==> src/rtl/msd_pkg.sv <==
// Shared types and constants for the mouse shake detector.
package msd_pkg;

  localparam int unsigned MoveWidth = 16;
  localparam int unsigned TimeWidth = 32;
  localparam int unsigned PosWidth = 32;
  localparam int unsigned DistWidth = 32;
  localparam int unsigned ThreshWidth = 16;
  localparam int unsigned LimitWidth = 4;
  localparam int unsigned CountWidth = 5;
  localparam int unsigned CfgDataWidth = 32;
  localparam int unsigned CfgIndexWidth = 2;

  localparam logic DefaultEnable = 1'b1;
  localparam logic [ThreshWidth-1:0] DefaultThreshold = 16'd400;
  localparam logic [LimitWidth-1:0] DefaultTurnLimit = 4'd3;
  localparam logic [TimeWidth-1:0] DefaultWindowUs = 32'd400000;

  typedef enum logic [CfgIndexWidth-1:0] {
    CFG_DETECT_ENABLE = 2'd0,
    CFG_DISTANCE_THRESHOLD = 2'd1,
    CFG_TURN_LIMIT = 2'd2,
    CFG_TIME_WINDOW_US = 2'd3
  } msd_cfg_index_t;

  typedef struct packed {
    logic detect_enable;
    logic [ThreshWidth-1:0] distance_threshold;
    logic [LimitWidth-1:0] turn_limit;
    logic [TimeWidth-1:0] time_window_us;
  } msd_cfg_t;

  typedef struct packed {
    logic signed [MoveWidth-1:0] movement;
    logic is_absolute;
    logic [TimeWidth-1:0] time_us;
  } msd_item_t;

endpackage

==> src/rtl/msd_tracker.sv <==
// Movement tracking state and the per-item shake decision.
module msd_tracker
  import msd_pkg::*;
(
  input  logic      clk,
  input  logic      rst,
  input  logic      fire,
  input  msd_item_t item,
  input  msd_cfg_t  cfg,
  output logic      shake
);

  logic [PosWidth-1:0] position, position_next;
  logic [DistWidth-1:0] distance_sum, distance_sum_next;
  logic direction_negative, direction_negative_next;
  logic [CountWidth-1:0] turn_count, turn_count_next;
  logic [TimeWidth-1:0] last_turn_time, last_turn_time_next;

  logic signed [PosWidth:0] move_ext;
  logic signed [PosWidth:0] pos_ext;
  logic signed [PosWidth:0] dx;
  logic [PosWidth:0] magnitude;
  logic [DistWidth+1:0] sum_wide;
  logic [DistWidth-1:0] sum_sat;
  logic reversal;
  logic in_window;
  logic [TimeWidth-1:0] elapsed;
  logic [CountWidth-1:0] count_inc;

  always_comb begin
    move_ext = {{(PosWidth + 1 - MoveWidth){item.movement[MoveWidth-1]}}, item.movement};
    pos_ext = {position[PosWidth-1], position};
    dx = item.is_absolute ? (move_ext - pos_ext) : move_ext;
    magnitude = dx[PosWidth] ? (~dx + 1'b1) : dx;
    sum_wide = {2'b00, distance_sum} + {1'b0, magnitude};
    sum_sat = (sum_wide[DistWidth+1:DistWidth] != 2'b00) ? '1 : sum_wide[DistWidth-1:0];
    reversal = (dx != '0) && (dx[PosWidth] != direction_negative);
    elapsed = item.time_us - last_turn_time;
    in_window = elapsed < cfg.time_window_us;
    count_inc = turn_count + 1'b1;

    position_next = position;
    distance_sum_next = distance_sum;
    direction_negative_next = direction_negative;
    turn_count_next = turn_count;
    last_turn_time_next = last_turn_time;
    shake = 1'b0;

    if (cfg.detect_enable) begin
      position_next = item.is_absolute ? move_ext[PosWidth-1:0]
                                       : position + move_ext[PosWidth-1:0];
      distance_sum_next = sum_sat;
      if (reversal) begin
        direction_negative_next = ~direction_negative;
        last_turn_time_next = item.time_us;
        if (in_window) begin
          if (sum_sat > {{(DistWidth - ThreshWidth){1'b0}}, cfg.distance_threshold}) begin
            turn_count_next = count_inc;
            distance_sum_next = '0;
            // A completed shake restarts the count but keeps the old turn time.
            if (count_inc > {{(CountWidth - LimitWidth){1'b0}}, cfg.turn_limit}) begin
              turn_count_next = '0;
              last_turn_time_next = last_turn_time;
              shake = 1'b1;
            end
          end
        end else begin
          turn_count_next = '0;
          distance_sum_next = '0;
        end
      end
    end
  end

  always_ff @(posedge clk) begin
    if (rst) begin
      position <= '0;
      distance_sum <= '0;
      direction_negative <= 1'b0;
      turn_count <= '0;
      last_turn_time <= '0;
    end else if (fire) begin
      position <= position_next;
      distance_sum <= distance_sum_next;
      direction_negative <= direction_negative_next;
      turn_count <= turn_count_next;
      last_turn_time <= last_turn_time_next;
    end
  end

endmodule

==> config.mk <==
export PLATFORM = sky130hd
export DESIGN_NAME = msd_tracker
export DESIGN_NICKNAME = d
export VERILOG_FILES = /design/src/rtl/msd_pkg.sv /design/src/rtl/msd_tracker.sv
export SDC_FILE = /design/constraint.sdc
export NUM_CORES = 1
export LEC_CHECK = 0
export BUFFER_PORTS_ARGS = -buffer_cell sky130_fd_sc_hd__buf_2
export CORE_MARGIN = 5
export CORE_UTILIZATION = 40
export DETAILED_ROUTE_END_ITERATION = 16
export GPL_ROUTABILITY_DRIVEN = 0
export PLACE_DENSITY_LB_ADDON = 0.1
export SYNTH_ARGS = -nofsm -noshare
export SYNTH_HDL_FRONTEND = slang
export SYNTH_SLANG_ARGS = --single-unit
==> constraint.sdc <==
create_clock -name clk -period 22.5 [get_ports clk]
set_input_delay 2.25 -clock clk [delete_from_list [all_inputs] [get_ports clk]]
set_output_delay 2.25 -clock clk [all_outputs]
set_load 0.02 [all_outputs]
Yosys cells after proc, flatten, opt, wreduce, memory -nomap -nowiden. Index checks and enable logic that the tools add are counted.

Input bits: 105. Output and inout port bits: 1. Word-level logic and storage cells: 44. Register bits after elaboration: 102.

Reduce and logical (&&, ||, !) cells: 7. Add/subtract/negate cells: 6. Multiplexer cells: 18. Bitwise gates (word level): 2. Eq/ne operators: 3. Magnitude comparators: 3.

Operator list (count): $mux 32 (8); $mux 33 (2); $add 32x33->34 (1); $add 33x1->33 const B (1); $not 33->33 (1); $reduce_bool 33->1 (1); $sub 16x32->33 (1); $add 32x32->32 (1); $gt 32x16->1 (1); $lt 32x32->1 (1); $sub 32x32->32 (1); $mux 5 (3); $reduce_and 4->1 (2); $add 5x1->5 const B (1); $gt 5x4->1 (1); $mux 1 (5); $ne 3x3->1 const B (1); $reduce_and 3->1 (1); $ne 2x1->1 const B (1); $reduce_and 2->1 (1); $reduce_bool 2->1 (1); $logic_and 1x1->1 (1); $ne 1x1->1 (1); $not 1->1 (1).

Logic depth before layout (Yosys ltp).
Depth after elaboration: 13. Mapped depth: 46. Mapped depth without buffers: 42.

Least setup slack after synthesis. Ideal clock, no wire load.

Kind: input to output. From: input port item[42] in the netlist's numbering. To: output port shake. Buffers on the path: 3. Data arrival time: 10.561 ns. Data required time: 20.250 ns. Path slack: 9.689 ns. Stages on the path: 40. Cell sequence: ha_1 a21o_1 a31o_1 a221oi_1 a21boi_1 mux2_2 o31a_1 or4_1 nand4b_1 nor2_1 nand3_1 a21oi_1 nor2_1 xnor2_1 ha_1 clkbuf_1 a21o_1 a21o_1 (+4 left out) o21ai_0 o211a_4 nand2b_1 ha_1 a21o_1 a21o_1 a21oi_1 nor2_1 a2111oi_0 a31oi_1 or4_1 nor4_1 nand4_1 nor4_2 a21oi_1 buf_2 buf_2 and3b_1.

Longest elaborated chain between the ends: 13. Elaborated cells on any way between the ends: 16. Classes of those cells: add/sub (3); order compare (1); eq/ne (1); mux (7); bitwise (1); reduce/logical (3).

Ends and longest elaborated chain: from (decl) (RTL line msd_tracker.sv:8) `input msd_item_t item,`; $sub 16x32->33 (RTL line msd_tracker.sv:33) `dx = item.is_absolute ? (move_ext - pos_ext) : move_ext;`; $mux 33 * (RTL line msd_tracker.sv:33); $not 33->33 (RTL line msd_tracker.sv:34) `magnitude = dx[PosWidth] ? (~dx + 1'b1) : dx;`; $add 33x1->33 (RTL line msd_tracker.sv:34); $mux 33 (RTL line msd_tracker.sv:34); $add 32x33->34 (RTL line msd_tracker.sv:35) `sum_wide = {2'b00, distance_sum} + {1'b0, magnitude};`; $reduce_bool 2->1 (RTL line msd_tracker.sv:36) `sum_sat = (sum_wide[DistWidth+1:DistWidth] != 2'b00) ? '1 : sum_wide[DistWidth-1:0];`; $mux 32 (RTL line msd_tracker.sv:36); $gt 32x16->1 (RTL line msd_tracker.sv:57) `if (sum_sat > {{(DistWidth - ThreshWidth){1'b0}}, cfg.distance_threshold}) begin`; $mux 1 (RTL line msd_tracker.sv:57); $mux 1 (RTL line msd_tracker.sv:56) `if (in_window) begin`; $mux 1 * (RTL line msd_tracker.sv:53) `if (reversal) begin`; $mux 1 * (RTL line msd_tracker.sv:49) `if (cfg.detect_enable) begin`; to (decl) (RTL line msd_tracker.sv:10) `output logic shake`.

Mark *: on every way between the ends. The rest lies on a longest branch, timed or not.

Final worst setup path.
From: input port item[48] in the netlist's numbering. To: output port shake.

The elaborated chain is that of the path after synthesis.

==> flow_summary_export.csv <==
group,metric,value,unit
outcome,status,"complete, no violations",
critical_path,arrival,12.48,ns
die,initial_core_util,0.403,
route,drtPass1Iterations,5,
place,io_buffers,105,
synthesis,syn-num-nets,2157,
final_layout,fin_cells,2354,
global_routing,grt_pass1_vias,12400,
global_routing,grt_max_degree,66,
synthesis,ys_warn_count,0,
die,die_area,37300,µm²
sta,grt_setup_unrepaired,"false",
die,row_count,67,
route,ant_nets,0,
route,post_drt_wl_per_cell,15.9,µm
sta,worst_pin_slew,1.04,ns
route,drtIter0Drc,831,
final_layout,regArea,2040,µm²
route,viasPerCell,5.50,
die,dieHeight,193,µm
route,totalWireLength,37500,µm
final_layout,nFillCells,3530,
die,ios,106,
global_routing,grt-ovfl-total,0,
sta,relSlewSlack,0.305,
critical_path,cp_max_fo,65,
cts,cts_max_level,3,
critical_path,cp-end-kind,"primary output",
sta,fin_crit,14.73,ns
synthesis,async_reset_ff_frac,0,
sta,drv_slew,0,
final_layout,multi_input_area,10400,µm²
final_layout,layout_commonest_cell,"a21oi_1",
cts,cts_tree,"done",
die,coreArea,33300,µm²
sta,setup_viol,0,
critical_path,cpMostUsedCell,"a31oi_1",
synthesis,synth_cells,1868,
place,dp_cells,2338,
cts,clock-root-buffer,"clkbuf_16",
critical_path,cp_data_required_time,20.25,ns
cts,cts_hold_buf,0,
cts,post_cts_buffers,0,
cts,ctsResizeCount,0,
route,drc,0,
synthesis,ys_types,86,
global_routing,grt_use_total,0.201,
final_layout,final_area,14500,µm²
die,die_width,193,µm
final_layout,drive_gt1_frac,0.0950,
sta,hold_viol,0,
synthesis,ys_ff_latch,102,
global_routing,antenna_found_initial,0,
cts,cts_buffers,9,
route,dr_total_vias,12900,
synthesis,seq_area_frac_synth,0.152,
sta,finClkSkew,0.0148,ns
final_layout,fin_nets,2190,
pwr,p_per_area,56.7,nW/µm²
synthesis,synth_edf_count,0,
pwr,vdd_drop_max,0.0392,mV
final_layout,utilization,0.436,
synthesis,syn-cell-area,13400,µm²
hold_path,hold_class,"flip-flop to flip-flop",
sta,min_period_over_period,0.655,
run,drv_cap,0,
place,hpwl,29200,µm
critical_path,crit_path_top_delay_cell,"o221ai_2",
final_layout,diodes,0,
final_layout,final_cell_mix,"a21oi_1, ha_1, inv_1, nand2_1, o21ai_0",
place,placed_area,14200,µm²
synthesis,avgSynthCellArea,7.18,µm²
cts,clock_sinks,102,
cts,clk_pin_slew,0.07,ns
critical_path,cp-start-kind,"primary input",
pwr,leakagePower,6.26,nW
final_layout,areaGrowthSynthToFinish,8.27,%
cts,clkLatencyLatePin,0.38,ns
cts,clock_path_buffers,2,
sta,fin_setup_tns,0,ns
synthesis,synth-main-ff-cell,"dfxtp_1",
critical_path,cp_slowest_stage_delay,0.66,ns
sta,hold-worst-slack,0.455,ns
critical_path,crit_type,"primary input to primary output",
sta,fmax,67.9,MHz
global_routing,grt_pass1_wl,62500,µm
-- synthesized netlist by cell type, types with 9 or more instances --
master    count  area share
o21ai_1      24      0.0090
o21ai_0     137       0.051
o21a_1       24       0.013
o21bai_1     17      0.0095
xnor2_1      87       0.057
a21oi_1     188       0.070
and3_1       19      0.0089
or3b_1       22       0.014
buf_2        17      0.0063
or3_1        12      0.0056
buf_1        10      0.0028
dfxtp_1     102        0.15
nor2_1      127       0.036
or2_2         9      0.0042
or3b_2       10      0.0065
a21o_1       44       0.025
o31ai_1      13      0.0073
a211oi_1     20       0.011
inv_1       169       0.047
nor2b_1      31       0.014
nor3_1       40       0.015
a31oi_1      15      0.0070
nand4_1      20      0.0093
xor2_1       32       0.021
nand2b_1     40       0.019
nand2_1     169       0.047
nand3_1      34       0.013
ha_1        180        0.17
and2_1       10      0.0047
clkbuf_1     63       0.018
o211ai_1     16      0.0090
nor4_1       11      0.0051
a32o_1       15       0.011
-- stage by stage --
stage               power [mW]  worst slack [ns]
detailed placement       0.652              7.85
CTS                      0.832              7.80
finish                   0.824              7.77
floorplan                0.545              9.69
global route             0.896              6.92
global placement         0.649              8.10
-- registers in the layout, summed over array words and instances, names as in the netlist --
| register | count |
|---|---|
| turn_count | 5 |
| direction_negative | 1 |
| distance_sum | 32 |
| position | 32 |
| last_turn_time | 32 |
-- metal layers --
metal	GRT usage	vias to the layer above	share of wire
li1	-	6723	-
met1	0.287	5997	0.51
met2	0.330	201	0.45
met3	0.0218	28	0.031
met4	0.0398	0	0.012
met5	0	-	0
-- critical path: cells and delay by family --
kind	cells	cell delay, ns
simple gates	13	2.84
xor+xnor	1	0.25
buf+inv	3	1.05
compound gates	19	4.81
fa+ha+maj	3	1.25
-- final timing paths --
| kind | startpoint | endpoint | slack (ns) | depth (start not counted) |
|---|---|---|---|---|
| worst max-delay path | item[48] | shake | 7.77 | 39 |
| worst min-delay path | distance_sum[20]$_SDFFE_PP0P_ | distance_sum[20]$_SDFFE_PP0P_ | 0.46 | 2 |
| worst max register to register | position[9]$_SDFFE_PP0P_ | distance_sum[0]$_SDFFE_PP0P_ | 11.53 | 41 |
| worst min register to register | distance_sum[20]$_SDFFE_PP0P_ | distance_sum[20]$_SDFFE_PP0P_ | 0.46 | 2 |
-- power breakdown --
| part | leakage [nW] | internal [mW] | switching (mW) |
|---|---|---|---|
| clock network | 0.153 | 0.0931 | 0.0795 |
| logic | 5.28 | 0.182 | 0.269 |
| registers | 0.830 | 0.193 | 0.00812 |
| total | 6.26 | 0.468 | 0.356 |
-- logic make-up after synthesis --
logic type	count (synthesis)	synth area share
AOI/OAI and AO/OA	607	0.290
and+or+nand+nor	584	0.222
buffers and inverters	260	0.0749
adders and majority gates	184	0.174
xor gates and xnor gates	119	0.0777
DFF	102	0.152
muxes	12	0.00933
-- area by class of cell --
type,instances,area share
Clock buffer,12,0.0177
Tap cell,448,0.0386
Inverter,169,0.0437
Sequential cell,102,0.141
Multi-Input combinational cell,1506,0.715
Clock inverter,4,0.00362
Timing Repair Buffer,113,0.0403
Note: power is estimated with default switching activity, not from simulation.
